## src/bcjenc_pkg.sv

```systemverilog
`timescale 1ns / 1ps
// ----------------------------------------------------------------------------
// bcjenc_pkg
// Shared types and constants for the x86 branch converter (encode side).
// ----------------------------------------------------------------------------
package bcjenc_pkg;

   localparam int WinLen     = 5;
   localparam int QueueDepth = 2;
   localparam int QPtrW      = $clog2(QueueDepth);
   localparam int QCntW      = $clog2(QueueDepth + 1);

   localparam logic [7:0] OpCall = 8'hE8;
   localparam logic [7:0] OpJump = 8'hE9;

   // Up to five result bytes produced by one input item
   typedef struct packed {
      logic [WinLen-1:0][7:0] bytes;
      logic [WinLen-1:0]      exam;
      logic [2:0]             cnt;
      logic                   last;
   } bundle_type;

endpackage

```

## src/bcjenc_front.sv

```systemverilog
`timescale 1ns / 1ps
// ----------------------------------------------------------------------------
// bcjenc_front
// Accepts stream bytes, keeps the lookahead window and opcode history,
// classifies the head byte and runs the displacement conversion. An item
// that fills the window or ends the stream yields one result bundle for the queue.
// ----------------------------------------------------------------------------
module bcjenc_front import bcjenc_pkg::*; (
   input  logic        clock,
   input  logic        reset,
   input  logic        csr_valid,
   output logic        csr_ready,
   input  logic [31:0] csr_data,
   input  logic        req_tvalid,
   output logic        req_tready,
   input  logic [7:0]  req_tdata,
   input  logic        req_tlast,
   input  logic        q_full,
   output logic        q_push,
   output bundle_type  q_data
);

   localparam logic [1:0] StIdle = 2'd0;
   localparam logic [1:0] StAdd  = 2'd1;
   localparam logic [1:0] StConv = 2'd2;
   localparam logic [1:0] StPush = 2'd3;

   logic [1:0]  state_ff, state_in;
   logic [7:0]  win_ff [WinLen];
   logic [7:0]  win_in [WinLen];
   logic [2:0]  fill_ff, fill_in;
   logic [31:0] head_ff, head_in;
   logic [2:0]  dist_ff, dist_in;
   logic [7:0]  pmask_ff, pmask_in;
   logic        last_ff, last_in;
   logic [31:0] start_ff, start_in;
   logic [31:0] add_ff, add_in;
   logic [31:0] src_ff, src_in;
   logic [31:0] dest_ff, dest_in;
   logic [1:0]  iter_ff, iter_in;

   logic [7:0]  win_w [WinLen];
   logic [2:0]  new_fill;
   logic        full_w;
   logic        is_op;
   logic [7:0]  pm_sh;
   logic        qual;
   logic        conv;
   logic        accept;
   logic [31:0] dest_w;
   logic [1:0]  bsel;
   logic [7:0]  chk_byte;
   logic [31:0] lmask;
   logic        again;

   function automatic logic ms_byte(input logic [7:0] b);
      return (b == 8'h00) || (b == 8'hFF);
   endfunction

   assign csr_ready  = 1'b1;
   assign req_tready = (state_ff == StIdle) && !q_full;
   assign accept     = req_tvalid && req_tready;

   // Byte lane checked during re-conversion, picked by the shifted mask
   always_comb begin
      case (pmask_ff[7:1])
         7'd0:    bsel = 2'd0;
         7'd1:    bsel = 2'd1;
         7'd2:    bsel = 2'd2;
         7'd3:    bsel = 2'd2;
         7'd4:    bsel = 2'd3;
         default: bsel = 2'd0;
      endcase
   end

   always_comb begin
      dest_w = src_ff + add_ff;
      case (bsel)
         2'd0:    begin chk_byte = dest_w[31:24]; lmask = 32'hFFFF_FFFF; end
         2'd1:    begin chk_byte = dest_w[23:16]; lmask = 32'h00FF_FFFF; end
         2'd2:    begin chk_byte = dest_w[15:8];  lmask = 32'h0000_FFFF; end
         default: begin chk_byte = dest_w[7:0];   lmask = 32'h0000_00FF; end
      endcase
      again = (iter_ff < 2'd2) && (pmask_ff != 8'h00) && ms_byte(chk_byte);
   end

   // Window with the incoming byte placed, and head classification
   always_comb begin
      win_w = win_ff;
      win_w[fill_ff] = req_tdata;
      new_fill = fill_ff + 3'd1;
      full_w   = (new_fill == 3'(WinLen));
      is_op    = (win_w[0] == OpCall) || (win_w[0] == OpJump);
      pm_sh    = pmask_ff;
      for (int k = 0; k < WinLen; k++) begin
         if (3'(k) < dist_ff) begin
            pm_sh = {pm_sh[6:0] & 7'h77, 1'b0};
         end
      end
      if (dist_ff > 3'd5) begin
         pm_sh = 8'h00;
      end
      qual = ms_byte(win_w[4]) && (pm_sh[7:1] <= 7'd4) && (pm_sh[7:1] != 7'd3);
      conv = full_w && is_op && qual;
   end

   always_comb begin
      state_in = state_ff;
      win_in   = win_ff;
      fill_in  = fill_ff;
      head_in  = head_ff;
      dist_in  = dist_ff;
      pmask_in = pmask_ff;
      last_in  = last_ff;
      start_in = csr_valid ? csr_data : start_ff;
      add_in   = add_ff;
      src_in   = src_ff;
      dest_in  = dest_ff;
      iter_in  = iter_ff;
      q_push   = 1'b0;
      q_data   = '0;

      case (state_ff)
         StIdle: begin
            for (int k = 0; k < WinLen; k++) begin
               q_data.bytes[k] = win_w[k];
            end
            q_data.last = req_tlast;
            if (full_w) begin
               q_data.exam = 5'b00001;
               q_data.cnt  = req_tlast ? 3'(WinLen) : 3'd1;
            end else begin
               q_data.cnt  = req_tlast ? new_fill : 3'd0;
            end
            if (accept) begin
               win_in  = win_w;
               fill_in = new_fill;
               if (conv) begin
                  pmask_in = pm_sh;
                  last_in  = req_tlast;
                  state_in = StAdd;
               end else begin
                  q_push = (q_data.cnt != 3'd0);
                  if (full_w) begin
                     // drop the examined head byte
                     for (int k = 0; k < WinLen - 1; k++) begin
                        win_in[k] = win_w[k + 1];
                     end
                     fill_in = 3'(WinLen - 1);
                     head_in = head_ff + 32'd1;
                     if (is_op) begin
                        dist_in  = 3'd1;
                        pmask_in = pm_sh | 8'h01 | (ms_byte(win_w[4]) ? 8'h10 : 8'h00);
                     end else if (dist_ff < 3'd6) begin
                        dist_in = dist_ff + 3'd1;
                     end
                  end
                  if (req_tlast) begin
                     fill_in  = 3'd0;
                     head_in  = 32'd0;
                     dist_in  = 3'd5;
                     pmask_in = 8'h00;
                  end
               end
            end
         end
         StAdd: begin
            add_in   = start_ff + head_ff + 32'd5;
            src_in   = {win_ff[4], win_ff[3], win_ff[2], win_ff[1]};
            iter_in  = 2'd0;
            state_in = StConv;
         end
         StConv: begin
            if (again) begin
               src_in  = dest_w ^ lmask;
               iter_in = iter_ff + 2'd1;
            end else begin
               dest_in  = dest_w;
               state_in = StPush;
            end
         end
         StPush: begin
            q_data.bytes[0] = win_ff[0];
            q_data.bytes[1] = dest_ff[7:0];
            q_data.bytes[2] = dest_ff[15:8];
            q_data.bytes[3] = dest_ff[23:16];
            q_data.bytes[4] = dest_ff[24] ? 8'hFF : 8'h00;
            q_data.exam     = '1;
            q_data.cnt      = 3'(WinLen);
            q_data.last     = last_ff;
            if (!q_full) begin
               q_push   = 1'b1;
               fill_in  = 3'd0;
               head_in  = last_ff ? 32'd0 : head_ff + 32'd5;
               dist_in  = 3'd5;
               pmask_in = 8'h00;
               state_in = StIdle;
            end
         end
         default: begin
            state_in = StIdle;
         end
      endcase
   end

   always_ff @(posedge clock) begin
      if (reset) begin
         state_ff <= StIdle;
         fill_ff  <= 3'd0;
         head_ff  <= 32'd0;
         dist_ff  <= 3'd5;
         pmask_ff <= 8'h00;
         start_ff <= 32'd0;
      end else begin
         state_ff <= state_in;
         fill_ff  <= fill_in;
         head_ff  <= head_in;
         dist_ff  <= dist_in;
         pmask_ff <= pmask_in;
         start_ff <= start_in;
      end
   end

   always_ff @(posedge clock) begin
      win_ff  <= win_in;
      last_ff <= last_in;
      add_ff  <= add_in;
      src_ff  <= src_in;
      dest_ff <= dest_in;
      iter_ff <= iter_in;
   end

endmodule

```

## src/bcjenc_queue.sv

```systemverilog
`timescale 1ns / 1ps
// ----------------------------------------------------------------------------
// bcjenc_queue
// Short FIFO of result bundles between the front and back ends.
// ----------------------------------------------------------------------------
module bcjenc_queue import bcjenc_pkg::*; (
   input  logic       clock,
   input  logic       reset,
   input  logic       push,
   input  bundle_type push_data,
   output logic       full,
   input  logic       pop,
   output logic       valid,
   output bundle_type head
);

   bundle_type       mem_ff [QueueDepth];
   logic [QPtrW-1:0] wr_ptr_ff, wr_ptr_in;
   logic [QPtrW-1:0] rd_ptr_ff, rd_ptr_in;
   logic [QCntW-1:0] count_ff, count_in;

   assign full  = (count_ff == QCntW'(QueueDepth));
   assign valid = (count_ff != '0);
   assign head  = mem_ff[rd_ptr_ff];

   always_comb begin
      wr_ptr_in = push ? wr_ptr_ff + 1'b1 : wr_ptr_ff;
      rd_ptr_in = pop  ? rd_ptr_ff + 1'b1 : rd_ptr_ff;
      count_in  = count_ff;
      if (push && !pop) begin
         count_in = count_ff + 1'b1;
      end else if (pop && !push) begin
         count_in = count_ff - 1'b1;
      end
   end

   always_ff @(posedge clock) begin
      if (reset) begin
         wr_ptr_ff <= '0;
         rd_ptr_ff <= '0;
         count_ff  <= '0;
      end else begin
         wr_ptr_ff <= wr_ptr_in;
         rd_ptr_ff <= rd_ptr_in;
         count_ff  <= count_in;
      end
   end

   always_ff @(posedge clock) begin
      if (push) begin
         mem_ff[wr_ptr_ff] <= push_data;
      end
   end

endmodule

```

## src/bcjenc_back.sv

```systemverilog
`timescale 1ns / 1ps
// ----------------------------------------------------------------------------
// bcjenc_back
// Walks each queued bundle and drives its bytes one by one into the
// registered result port.
// ----------------------------------------------------------------------------
module bcjenc_back import bcjenc_pkg::*; (
   input  logic       clock,
   input  logic       reset,
   input  logic       q_valid,
   input  bundle_type q_data,
   output logic       q_pop,
   output logic       rsp_tvalid,
   input  logic       rsp_tready,
   output logic [7:0] rsp_tdata,
   output logic       rsp_tuser,
   output logic       rsp_tlast
);

   logic       vld_ff, vld_in;
   logic [2:0] idx_ff, idx_in;
   logic [7:0] byte_ff, byte_in;
   logic       exam_ff, exam_in;
   logic       last_ff, last_in;
   logic       load;
   logic       final_w;

   assign load    = q_valid && (!vld_ff || rsp_tready);
   assign final_w = (idx_ff == q_data.cnt - 3'd1);
   assign q_pop   = load && final_w;

   always_comb begin
      vld_in  = vld_ff;
      idx_in  = idx_ff;
      byte_in = byte_ff;
      exam_in = exam_ff;
      last_in = last_ff;
      if (load) begin
         vld_in  = 1'b1;
         byte_in = q_data.bytes[idx_ff];
         exam_in = q_data.exam[idx_ff];
         last_in = q_data.last && final_w;
         idx_in  = final_w ? 3'd0 : idx_ff + 3'd1;
      end else if (rsp_tready) begin
         vld_in = 1'b0;
      end
   end

   always_ff @(posedge clock) begin
      if (reset) begin
         vld_ff <= 1'b0;
         idx_ff <= 3'd0;
      end else begin
         vld_ff <= vld_in;
         idx_ff <= idx_in;
      end
   end

   always_ff @(posedge clock) begin
      byte_ff <= byte_in;
      exam_ff <= exam_in;
      last_ff <= last_in;
   end

   assign rsp_tvalid = vld_ff;
   assign rsp_tdata  = byte_ff;
   assign rsp_tuser  = exam_ff;
   assign rsp_tlast  = last_ff;

endmodule

```

## src/x86_branch_convert_encoder.sv

```systemverilog
`timescale 1ns / 1ps
// ----------------------------------------------------------------------------
// x86_branch_convert_encoder
// Timing: a plain byte's results pass through the queue entry and the output
//   register; a CALL/JMP conversion adds the address add, 1 to 3 passes of the
//   32-bit re-conversion adder and the queue push, and holds the input meanwhile.
// Throughput: otherwise one byte per cycle while results fit the output; a
//   five-byte result bundle leaves one byte at a time, a two-entry queue
//   absorbs the difference. Synchronous active-high reset clears the stream.
// ----------------------------------------------------------------------------
module x86_branch_convert_encoder import bcjenc_pkg::*; (
   input  logic        clock,
   input  logic        reset,
   input  logic        csr_valid,
   output logic        csr_ready,
   input  logic [31:0] csr_data,    // start_position
   input  logic        req_tvalid,
   output logic        req_tready,
   input  logic [7:0]  req_tdata,   // [7:0] data_byte
   input  logic        req_tlast,   // last_byte
   output logic        rsp_tvalid,
   input  logic        rsp_tready,
   output logic [7:0]  rsp_tdata,   // [7:0] out_byte
   output logic        rsp_tuser,   // [0] examined
   output logic        rsp_tlast    // out_last
);

   logic       q_full;
   logic       q_push;
   bundle_type q_in;
   logic       q_pop;
   logic       q_valid;
   bundle_type q_head;

   bcjenc_front u_front (
      .clock      (clock),
      .reset      (reset),
      .csr_valid  (csr_valid),
      .csr_ready  (csr_ready),
      .csr_data   (csr_data),
      .req_tvalid (req_tvalid),
      .req_tready (req_tready),
      .req_tdata  (req_tdata),
      .req_tlast  (req_tlast),
      .q_full     (q_full),
      .q_push     (q_push),
      .q_data     (q_in)
   );

   bcjenc_queue u_queue (
      .clock     (clock),
      .reset     (reset),
      .push      (q_push),
      .push_data (q_in),
      .full      (q_full),
      .pop       (q_pop),
      .valid     (q_valid),
      .head      (q_head)
   );

   bcjenc_back u_back (
      .clock      (clock),
      .reset      (reset),
      .q_valid    (q_valid),
      .q_data     (q_head),
      .q_pop      (q_pop),
      .rsp_tvalid (rsp_tvalid),
      .rsp_tready (rsp_tready),
      .rsp_tdata  (rsp_tdata),
      .rsp_tuser  (rsp_tuser),
      .rsp_tlast  (rsp_tlast)
   );

endmodule
```

## config.mk

```make
export PLATFORM = sky130hd
export DESIGN_NAME = x86_branch_convert_encoder
export DESIGN_NICKNAME = d
export VERILOG_FILES = /design/src/bcjenc_pkg.sv /design/src/bcjenc_front.sv /design/src/bcjenc_queue.sv /design/src/bcjenc_back.sv /design/src/x86_branch_convert_encoder.sv
export SDC_FILE = /design/constraint.sdc
export NUM_CORES = 1
export LEC_CHECK = 0
export ABC_AREA = 1
export BUFFER_PORTS_ARGS = -buffer_cell sky130_fd_sc_hd__buf_2
export CAP_MARGIN = 10
export CORE_MARGIN = 1
export CORE_UTILIZATION = 50
export DETAILED_ROUTE_END_ITERATION = 8
export PLACE_DENSITY = 0.66
export SLEW_MARGIN = 20
export SYNTH_ARGS = -nofsm -noshare
export SYNTH_HDL_FRONTEND = slang
export SYNTH_SLANG_ARGS = --single-unit
```

## constraint.sdc

```tcl
create_clock -name clock -period 15.8 [get_ports clock]
set_input_delay 1.58 -clock clock [delete_from_list [all_inputs] [get_ports clock]]
set_output_delay 1.58 -clock clock [all_outputs]
set_load 0.01 [all_outputs]
```

==> results.sh, run 1 <==
export IMPL_status="completed"
export IMPL_synth_distinct_cells=54
export IMPL_synth_avg_cell_area_um2=8.16
export IMPL_holdPathStages=2
export IMPL_cts_path_max_buffers=3
export IMPL_cts_buffers=37
export IMPL_relSlewSlack=0.335
export IMPL_dr_pass1_iters=6
export IMPL_slew_violations=0
export IMPL_worst_pin_slew_ns=0.993
export IMPL_max_freq_mhz=216
export IMPL_ios=59
export IMPL_crit_cells=25
export IMPL_syn_to_final_growth_pct=10.4
export IMPL_cts_tree="yes"
export IMPL_min_period_over_period=0.294
export IMPL_dpl_cell_area_um2=20200
export IMPL_cts_sinks=323
export IMPL_drt_wl_total_um=57700
export IMPL_end_kind="register"
export IMPL_core_area_um2=38000
export IMPL_ys_seq_area_frac=0.453
export IMPL_clkTransAtPathRegs_ns=0.06
export IMPL_hpwl_um=42800
export IMPL_fin_worst_skew_ns=0.0246
export IMPL_syn_area_um2=19500
export IMPL_viasPerCell=5.63
export IMPL_initial_core_util=0.512
export IMPL_die_area_um2=39700
export IMPL_detail_route_antenna_nets=0
export IMPL_die_h_um=199
export IMPL_ys_flop_type="edfxtp_1"
export IMPL_power_uw=3850
export IMPL_grtUsageTotal=0.296
export IMPL_tns_ns=0
export IMPL_finish_utilization=0.565
export IMPL_synth_edf_count=234
export IMPL_setup_viol=0
export IMPL_yosysTopAreaCellShare=0.361
export IMPL_grt_max_degree=61
export IMPL_cts_resized=0
export IMPL_grt_pass1_vias=15800
export IMPL_syn_inst=2385
export IMPL_cp_slowest_cell="buf_4"
export IMPL_initialDrtViolationCount=1500
export IMPL_grt_overflow=0
export IMPL_drcViolationCount=0
export IMPL_synth_seq_cells=323
export IMPL_cp_arrival_ns=4.85
export IMPL_cts_hold_buf=0
export IMPL_hold_slack_ns=0.489
export IMPL_fill_cells=3557
export IMPL_p_per_area_nw_per_um2=179
export IMPL_final_nets=2588
export IMPL_holdCritPathClass="reg2reg"
export IMPL_layout_drive_gt1_share=0.0643
export IMPL_critical_path_required_ns=16.01
export IMPL_clk_latency_ns=0.58
export IMPL_maxCapViolations=0
export IMPL_yosys_area_top_type="edfxtp_1"
export IMPL_crit_family="simple AND/OR/NAND/NOR gates"
export IMPL_routedWlPerCell_um=19.4
export IMPL_worst_r2r_cell_count=25
export IMPL_layout_min_cycle_time_ns=4.64
export IMPL_grt_pass1_wl_um=88800
export IMPL_port_buffers=57
export IMPL_gp_congestion=0.934
export IMPL_hold_viol=0
export IMPL_crit_type="reg2reg"
export IMPL_antenna_found_initial=0
export IMPL_cts_htree_levels=2
export IMPL_cts_root_buf="clkbuf_16"
export IMPL_die_x_um=199
export IMPL_peakVddDrop_mv=0.111
export IMPL_path_buf_inv=4
export IMPL_async_reset_ff_frac=0
export IMPL_synth_nets=2544
export IMPL_antenna_cells=0
export IMPL_rsz0062_at_grt="no"
export IMPL_critPathMaxStageDelay_ns=0.43
export IMPL_rows=71
export IMPL_finalInstanceArea_um2=21500
export IMPL_num_vias=16700
export IMPL_crit_fanout=32
export IMPL_cts_setup_buffers=0
export IMPL_start_kind="register"
export IMPL_leakage_uw=0.00912
export IMPL_yosysWarnings=0
export IMPL_synth_area_leaders="edfxtp_1 (36%), nand2_1 (9.2%), dfxtp_1 (9.2%), ha_1 (7.1%), nor2_1 (5.9%)"
[final cells by class]
| class | instances | area (µm²) | share of cell area |
|---|---|---|---|
| Inverter | 291 | 1090 | 0.0508 |
| Timing Repair Buffer | 75 | 420 | 0.0196 |
| Tap cell | 511 | 639 | 0.0298 |
| Multi-Input combinational cell | 1701 | 9270 | 0.431 |
| Clock buffer | 47 | 963 | 0.0448 |
| Clock inverter | 21 | 293 | 0.0136 |
| Sequential cell | 323 | 8810 | 0.410 |
[cell usage after synthesis (all sizes together) (2+ instances only)]
cell type    n
nand4       31
nand3b       4
nor4         7
o22ai       20
dfxtp       89
ha         111
or2          2
a32o         3
o21ai      236
and2        16
clkbuf      48
o211ai       9
edfxtp     234
a211oi       3
o221ai      15
a31oi       11
a21oi      162
xnor2       14
o21a         7
nor2       309
nand2      484
o311ai       2
o31ai        8
nor3        29
and3         2
a21boi       5
fa           2
buf         22
inv        287
o21bai       2
a21o         4
o32ai        9
nand3       94
clkinv       4
mux2i       33
xor2        60
[per-stage QoR]
stage          setup WS (ns)  std cells
6_report               11.16       2969
5_1_grt                10.61       2969
4_1_cts                11.18       2969
3_5_place_dp           10.79       2901
3_3_place_gp           10.97       2901
2_1_floorplan           9.11       2385
[metal layers]
layer / up-vias / track usage / share of wire
met1: 7831 / 0.390 / 0.44
met4: 0 / 0.109 / 0.037
li1: 8184 / - / -
met2: 574 / 0.492 / 0.47
met5: - / 0 / 0
met3: 112 / 0.0432 / 0.058
[worst reg2reg max path, stage by stage (launching register included)]
cell and delay (ns):
edfxtp_1 0.34, ha_1 0.20, inv_1 0.07, fa_1 0.39, inv_1 0.13, nand3_1 0.09
nand3_1 0.19, nand3_1 0.16, nand3_1 0.15, nand4_1 0.09, o311ai_0 0.16, a31oi_1 0.25
o21ai_0 0.25, xor2_1 0.17, ha_1 0.16, nor2_1 0.05, nand2_1 0.07, inv_1 0.05
a21oi_1 0.12, nand2_1 0.07, nor2_1 0.11, nand2_1 0.05, nand2_1 0.12, nand3_1 0.18
nand2_1 0.21, buf_4 0.43
[cell families after synthesis]
kind of cell	Yosys count	synth area share
other	1	0.000193
flip-flops	323	0.453
multiplexers	33	0.0170
buffers and inverters	361	0.0725
adder cells (fa/ha/maj)	113	0.0734
AND/OR/NAND/NOR	980	0.209
AO/OA/AOI/OAI	500	0.142
XOR/XNOR	74	0.0333
[registers in the layout, indices dropped and copies added, names as in the netlist, 2 cells and up, named ones only]
| signal | cells |
|---|---|
| u_queue.mem_ff | 92 |
| u_front.state_ff | 2 |
| u_back.rsp_tdata | 8 |
| u_queue.count_ff | 2 |
| u_front.start_ff | 32 |
| u_front.fill_ff | 3 |
| u_front.dest_ff | 25 |
| u_front.dist_ff | 3 |
| u_front.src_ff | 32 |
| u_back.idx_ff | 3 |
| u_front.win_ff | 40 |
| u_front.add_ff | 32 |
| u_front.head_ff | 32 |
| u_front.pmask_ff | 8 |
| u_front.iter_ff | 2 |
[placed cells by master (no fill, tap or decap), types with 5 or more instances in the layout]
cell and n:
clkinvlp_4 5, clkbuf_1 10, ha_1 111, inv_1 282, mux2i_1 33, o32ai_1 9, inv_2 5, xor2_1 60
nand3_1 92, buf_2 57, o211ai_1 9, clkbuf_16 37, o21ai_0 211, a21oi_1 160, o221ai_1 15, a31oi_1 11
o31ai_1 8, nand4_1 30, o22ai_1 20, xnor2_1 14, nor4_1 7, o21ai_1 25, and2_1 16, buf_4 18
nor3_1 26, o21a_1 7, nor2_1 303, nor2_2 6, nand2_1 479, bufinv_16 5, edfxtp_1 234, dfxtp_1 89
clkinv_1 8
[report_power, final]
part	total, µW	internal, µW	switching (µW)
Combinational	1540	468	1070
Clock	900	523	377
Sequential	1410	1270	142
Total	3850	2260	1590
[worst paths after layout]
kind	from	to	slack (ns)
max	u_front.add_ff[0]$_DFFE_PP_	u_front.src_ff[29]$_DFFE_PP_	11.16
min	u_front.pmask_ff[7]$_SDFFE_PP0P_	u_front.pmask_ff[7]$_SDFFE_PP0P_	0.49
max reg2reg	u_front.add_ff[0]$_DFFE_PP_	u_front.src_ff[29]$_DFFE_PP_	11.16
min reg2reg	u_front.pmask_ff[7]$_SDFFE_PP0P_	u_front.pmask_ff[7]$_SDFFE_PP0P_	0.49
(Power assumes the default switching activity.)
==> run 2: changes to the inputs <==
Settings changed: PLACE_DENSITY 0.66 to 0.69.
Clock period 15.8 ns to 3.8 ns, I/O delays scaled along.
==> results.sh, run 2 (synthesis gave the netlist of run 1 again) <==
export IMPL_cts_sinks=323
export IMPL_initial_core_util=0.512
export IMPL_hpwl_um=43600
export IMPL_hold_slack_ns=0.0475
export IMPL_rsz0062_at_grt="yes"
export IMPL_final_nets=2661
export IMPL_end_kind="register"
export IMPL_clk_latency_ns=0.56
export IMPL_grt_max_degree=57
export IMPL_relSlewSlack=0.404
export IMPL_power_frac_seq=0.352
export IMPL_antenna_cells=0
export IMPL_layout_min_cycle_time_ns=3.70
export IMPL_num_vias=17200
export IMPL_largest_register="u_queue.mem_ff"
export IMPL_slew_violations=0
export IMPL_grt_pass1_wl_um=89800
export IMPL_cts_buffers=36
export IMPL_crit_type="reg2reg"
export IMPL_ios=59
export IMPL_viasPerCell=5.64
export IMPL_critical_path_required_ns=4.07
export IMPL_rows=71
export IMPL_cts_htree_levels=2
export IMPL_final_common_cell="nand2_1"
export IMPL_fin_worst_skew_ns=0.0220
export IMPL_p_switching_uw=6830
export IMPL_antenna_found_initial=1
export IMPL_setup_viol=0
export IMPL_port_buffers=57
export IMPL_cts_tree="yes"
export IMPL_busiest_layer="met2"
export IMPL_finalInstanceArea_um2=22400
export IMPL_die_h_um=199
export IMPL_detail_route_antenna_nets=0
export IMPL_grt_overflow=0
export IMPL_dr_pass1_iters=6
export IMPL_cts_hold_buf=0
export IMPL_cts_path_max_buffers=3
export IMPL_hold_viol=0
export IMPL_p_per_area_nw_per_um2=738
export IMPL_holdCritPathClass="in2reg"
export IMPL_power_frac_comb=0.436
export IMPL_layout_common_cells="nand2_1 (467), nor2_1 (292), inv_1 (279), edfxtp_1 (234), o21ai_0 (204)"
export IMPL_core_area_um2=38000
export IMPL_die_area_um2=39700
export IMPL_use_met1=0.387
export IMPL_max_freq_mhz=271
export IMPL_peakVddDrop_mv=0.490
export IMPL_crit_fanout=6
export IMPL_grt_met2_usage=0.509
export IMPL_instances_no_fill=3040
export IMPL_drt_wl_total_um=58400
export IMPL_gp_congestion=0.994
export IMPL_maxCapViolations=0
export IMPL_place_inst=2969
export IMPL_leakage_uw=0.00951
export IMPL_layout_drive_gt1_share=0.112
export IMPL_swShare=0.414
export IMPL_initialDrtViolationCount=1315
export IMPL_clockPowerShare=0.212
export IMPL_die_x_um=199
export IMPL_cp_arrival_ns=3.97
export IMPL_clkTransAtPathRegs_ns=0.06
export IMPL_worst_pin_slew_ns=0.889
export IMPL_drcViolationCount=0
export IMPL_p_int_uw=9680
export IMPL_use_met3=0.0287
export IMPL_power_uw=16500
export IMPL_min_period_over_period=0.973
export IMPL_dpl_cell_area_um2=20800
export IMPL_grt_pass1_vias=16400
export IMPL_cts_root_buf="clkbuf_16"
export IMPL_grtUsageTotal=0.298
export IMPL_largest_reg_flops=92
export IMPL_syn_to_final_growth_pct=15.0
export IMPL_top_regs="u_queue.mem_ff: 92 flops, u_front.win_ff: 40 flops"
export IMPL_start_kind="register"
export IMPL_routedWlPerCell_um=19.2
export IMPL_status="completed"
-- run 2: cell types whose count changed in the layout (fill, tap and decap cells not counted), sizes merged --
| cell | delta |
|---|---|
| bufinv | -2 |
| clkinvlp | -4 |
| clkbuf | +1 |
| buf | +73 |
| clkinv | +3 |
-- run 2: timing repair --
action                                  in CTS  in global routing
endpoints found under the setup margin      36                 63
setup buffers                                2                  4
cloned                                       1                  1
pin swaps                                    5                 21
gates resized for setup                     18                 52
-- run 2: area by class of cell --
type                       instances  area [µm²]
fill                            3479       15700
multi-input combinational       1701        9570
sequential                       323        8810
timing repair buffer             149        1100
inverter                         291        1090
clock buffer                      47         973
tap                              511         639
clock inverter                    18         188
-- run 2: final timing paths --
check | startpoint | end | slack [ns] | cells after the start
min reg2reg | u_front.start_ff[2]$_SDFFE_PP0P_ | u_front.start_ff[2]$_SDFFE_PP0P_ | 0.47 | 2
min | csr_data[14] | u_front.start_ff[14]$_SDFFE_PP0P_ | 0.05 | 3
max | u_front.src_ff[0]$_DFFE_PP_ | u_front.iter_ff[1]$_SDFFCE_PN0P_ | 0.10 | 26
max reg2reg | u_front.src_ff[0]$_DFFE_PP_ | u_front.iter_ff[1]$_SDFFCE_PN0P_ | 0.10 | 26
-- run 2: critical path: stages, from the launching register on --
cell      delay [ns]
edfxtp_1        0.34
ha_2            0.18
inv_2           0.04
fa_2            0.40
inv_2           0.08
nand3_2         0.06
nand3_2         0.10
nand3_2         0.09
nand3_2         0.09
nand4_1         0.13
o311ai_4        0.12
a31oi_4         0.18
o21ai_2         0.17
xor2_1          0.17
ha_2            0.18
nor2_1          0.04
nand2_1         0.08
inv_2           0.04
a21oi_2         0.12
nand2_1         0.08
nor2_2          0.10
nand2_1         0.07
nand2_2         0.10
nand3_4         0.08
nand2_4         0.13
buf_12          0.12
buf_16          0.13
-- run 2: power groups by stage --
stage          registers, µW  logic, µW  clock network [µW]
3_3_place_gp            5820       6700                   0
3_5_place_dp            5850       6830                   0
5_1_grt                 5870       7910                3670
4_1_cts                 5780       6970                3550
2_1_floorplan           5640       4450                   0
6_report                5810       7190                3500
-- run 2: per-layer routing --
layer / share of wire / wire length, µm
met1: 0.43 / 25100
met2: 0.47 / 27700
met3: 0.055 / 3230
met4: 0.041 / 2380
met5: 0 / 0
-- run 2: through the flow --
stage,TNS (ns),setup WS [ns],util
after CTS,0,0.00253,0.582
after detailed placement,-5.61,-0.187,0.548
after floorplan,-20.71,-0.226,-
final,0,0.104,0.588
after global routing,-4.50,-0.121,0.588
after global placement,-3.67,-0.130,0.548
==> run 3: changes to the inputs <==
Settings changed: RECOVER_POWER from default to 50.
==> results.sh, run 3 (synthesis gave the netlist of run 1 again) <==
export IMPL_worstReg2RegEnd="u_front.iter_ff[1]$_SDFFCE_PN0P_"
export IMPL_routedWlPerCell_um=19.2
export IMPL_leakage_uw=0.00950
export IMPL_p_per_area_nw_per_um2=738
export IMPL_ios=59
export IMPL_cp_arrival_ns=3.99
export IMPL_power_uw=16500
export IMPL_clkTransAtPathRegs_ns=0.06
export IMPL_fill_cells=3483
export IMPL_drt_wl_total_um=58400
export IMPL_status="completed"
export IMPL_wl_met1_um=25100
export IMPL_slew_violations=0
export IMPL_top_regs="u_queue.mem_ff: 92 flops, u_front.win_ff: 40 flops"
export IMPL_max_freq_mhz=269
export IMPL_grt_pass1_vias=16400
export IMPL_final_common_cell="nand2_1"
export IMPL_layout_drive_gt1_share=0.110
export IMPL_cp_slowest_cell="fa_2"
export IMPL_hold_viol=0
export IMPL_die_h_um=199
export IMPL_critical_path_required_ns=4.07
export IMPL_power_frac_comb=0.436
export IMPL_critical_path_endpoint="u_front.iter_ff[1]$_SDFFCE_PN0P_"
export IMPL_largest_reg_flops=92
export IMPL_port_buffers=57
export IMPL_dp_slack_ns=-0.187
export IMPL_drcViolationCount=0
export IMPL_final_nets=2661
export IMPL_swShare=0.414
export IMPL_viasPerCell=5.64
export IMPL_rows=71
export IMPL_p_int_uw=9670
export IMPL_power_frac_seq=0.352
export IMPL_initialDrtViolationCount=1317
export IMPL_finish_utilization=0.588
export IMPL_worst_r2r_cell_count=26
export IMPL_hold_slack_ns=0.0474
export IMPL_cts_path_max_buffers=3
export IMPL_cts_sinks=323
export IMPL_peakVddDrop_mv=0.490
export IMPL_clk_latency_ns=0.56
export IMPL_hpwl_um=43600
export IMPL_setup_slack_ns=0.0799
export IMPL_layout_min_cycle_time_ns=3.72
export IMPL_cts_htree_levels=2
export IMPL_wl_met3_um=3310
export IMPL_end_kind="register"
export IMPL_holdCritPathClass="in2reg"
export IMPL_cts_buffers=36
export IMPL_grt_pass1_wl_um=89800
export IMPL_die_x_um=199
export IMPL_clockPowerShare=0.212
export IMPL_die_area_um2=39700
export IMPL_dr_wl_met2_um=27700
export IMPL_antenna_cells=0
export IMPL_relSlewSlack=0.405
export IMPL_grtUsageTotal=0.298
export IMPL_layout_common_cells="nand2_1 (467), nor2_1 (292), inv_1 (279), edfxtp_1 (234), o21ai_0 (204)"
export IMPL_critPathLaunch="u_front.src_ff[0]$_DFFE_PP_"
export IMPL_cts_tree="yes"
export IMPL_crit_fanout=6
export IMPL_gp_congestion=0.994
export IMPL_min_period_over_period=0.979
export IMPL_setup_viol=0
export IMPL_top_layer="met4"
export IMPL_crit_top_cell="nand3_2"
export IMPL_rsz0062_at_grt="yes"
export IMPL_critPathMaxStageDelay_ns=0.40
export IMPL_p_switching_uw=6840
export IMPL_antenna_found_initial=1
export IMPL_reg2reg_slack_ns=0.08
export IMPL_grt_overflow=0
export IMPL_initial_core_util=0.512
export IMPL_worst_pin_slew_ns=0.884
export IMPL_num_vias=17200
export IMPL_crit_type="reg2reg"
export IMPL_detail_route_antenna_nets=0
export IMPL_maxCapViolations=0
export IMPL_syn_to_final_growth_pct=14.9
export IMPL_tns_ns=0
export IMPL_core_area_um2=38000
export IMPL_largest_register="u_queue.mem_ff"
export IMPL_start_kind="register"
export IMPL_cts_hold_buf=0
export IMPL_dr_pass1_iters=5
export IMPL_grt_max_degree=57
export IMPL_fin_worst_skew_ns=0.0225
export IMPL_cts_root_buf="clkbuf_16"
export IMPL_r2r_start="u_front.src_ff[0]$_DFFE_PP_"
==> run 3: critical path, delay by kind of cell, from the launching register on <==
kind                       cells  cell delay [ns]
buffers and inverters          5             0.42
adders and majority gates      3             0.76
and+or+nand+nor               13             1.14
AOI/OAI and AO/OA              4             0.61
xor gates and xnor gates       1             0.17
DFF                            1             0.34
==> run 3: area by class of cell <==
cell class	instances	area, µm²	area share
clock inverter	18	188	0.00839
inverter	291	1090	0.0488
tap	511	639	0.0286
multi-input combinational	1701	9570	0.428
sequential	323	8810	0.394
timing repair buffer	149	1090	0.0486
clock buffer	47	973	0.0435
==> run 3: how the worst min path moves through the flow <==
stage | from | endpoint | slack (ns) | cells after the start
floorplan | u_front.start_ff[0]$_SDFFE_PP0P_ | u_front.start_ff[0]$_SDFFE_PP0P_ | 0.44 | 2
global placement | u_front.start_ff[0]$_SDFFE_PP0P_ | u_front.start_ff[0]$_SDFFE_PP0P_ | 0.46 | 2
detailed placement | u_front.start_ff[2]$_SDFFE_PP0P_ | u_front.start_ff[2]$_SDFFE_PP0P_ | 0.47 | 2
CTS | csr_data[13] | u_front.start_ff[13]$_SDFFE_PP0P_ | 0.02 | 3
global route | csr_data[14] | u_front.start_ff[14]$_SDFFE_PP0P_ | 0.04 | 3
finish | csr_data[14] | u_front.start_ff[14]$_SDFFE_PP0P_ | 0.05 | 3
==> run 3: repair_timing <==
item,CTS,global route
setup buffers,2,4
hold endpoints to repair,0,0
pin swaps,5,21
cloned,1,1
setup endpoints to repair,36,63
gates resized for setup,18,52
==> run 3: per-layer routing <==
layer	vias to the layer above	GRT usage
met1	8067	0.387
met2	627	0.509
li1	8332	-
met3	127	0.0287
met4	0	0.122
met5	-	0
==> run 3: power groups by stage <==
| stage | registers, µW | clock network (µW) | logic [µW] |
|---|---|---|---|
| 4_1_cts | 5780 | 3550 | 6970 |
| 3_3_place_gp | 5820 | 0 | 6700 |
| 6_report | 5810 | 3500 | 7190 |
| 2_1_floorplan | 5640 | 0 | 4450 |
| 5_1_grt | 5880 | 3670 | 7900 |
| 3_5_place_dp | 5850 | 0 | 6830 |
==> run 3: stage by stage <==
| stage | instance area, µm² | std cells |
|---|---|---|
| 2_1_floorplan | 19500 | 2385 |
| 3_5_place_dp | 20800 | 2969 |
| 3_3_place_gp | 20800 | 2969 |
| 6_report | 22400 | 3040 |
| 5_1_grt | 22400 | 3040 |
| 4_1_cts | 22100 | 3037 |
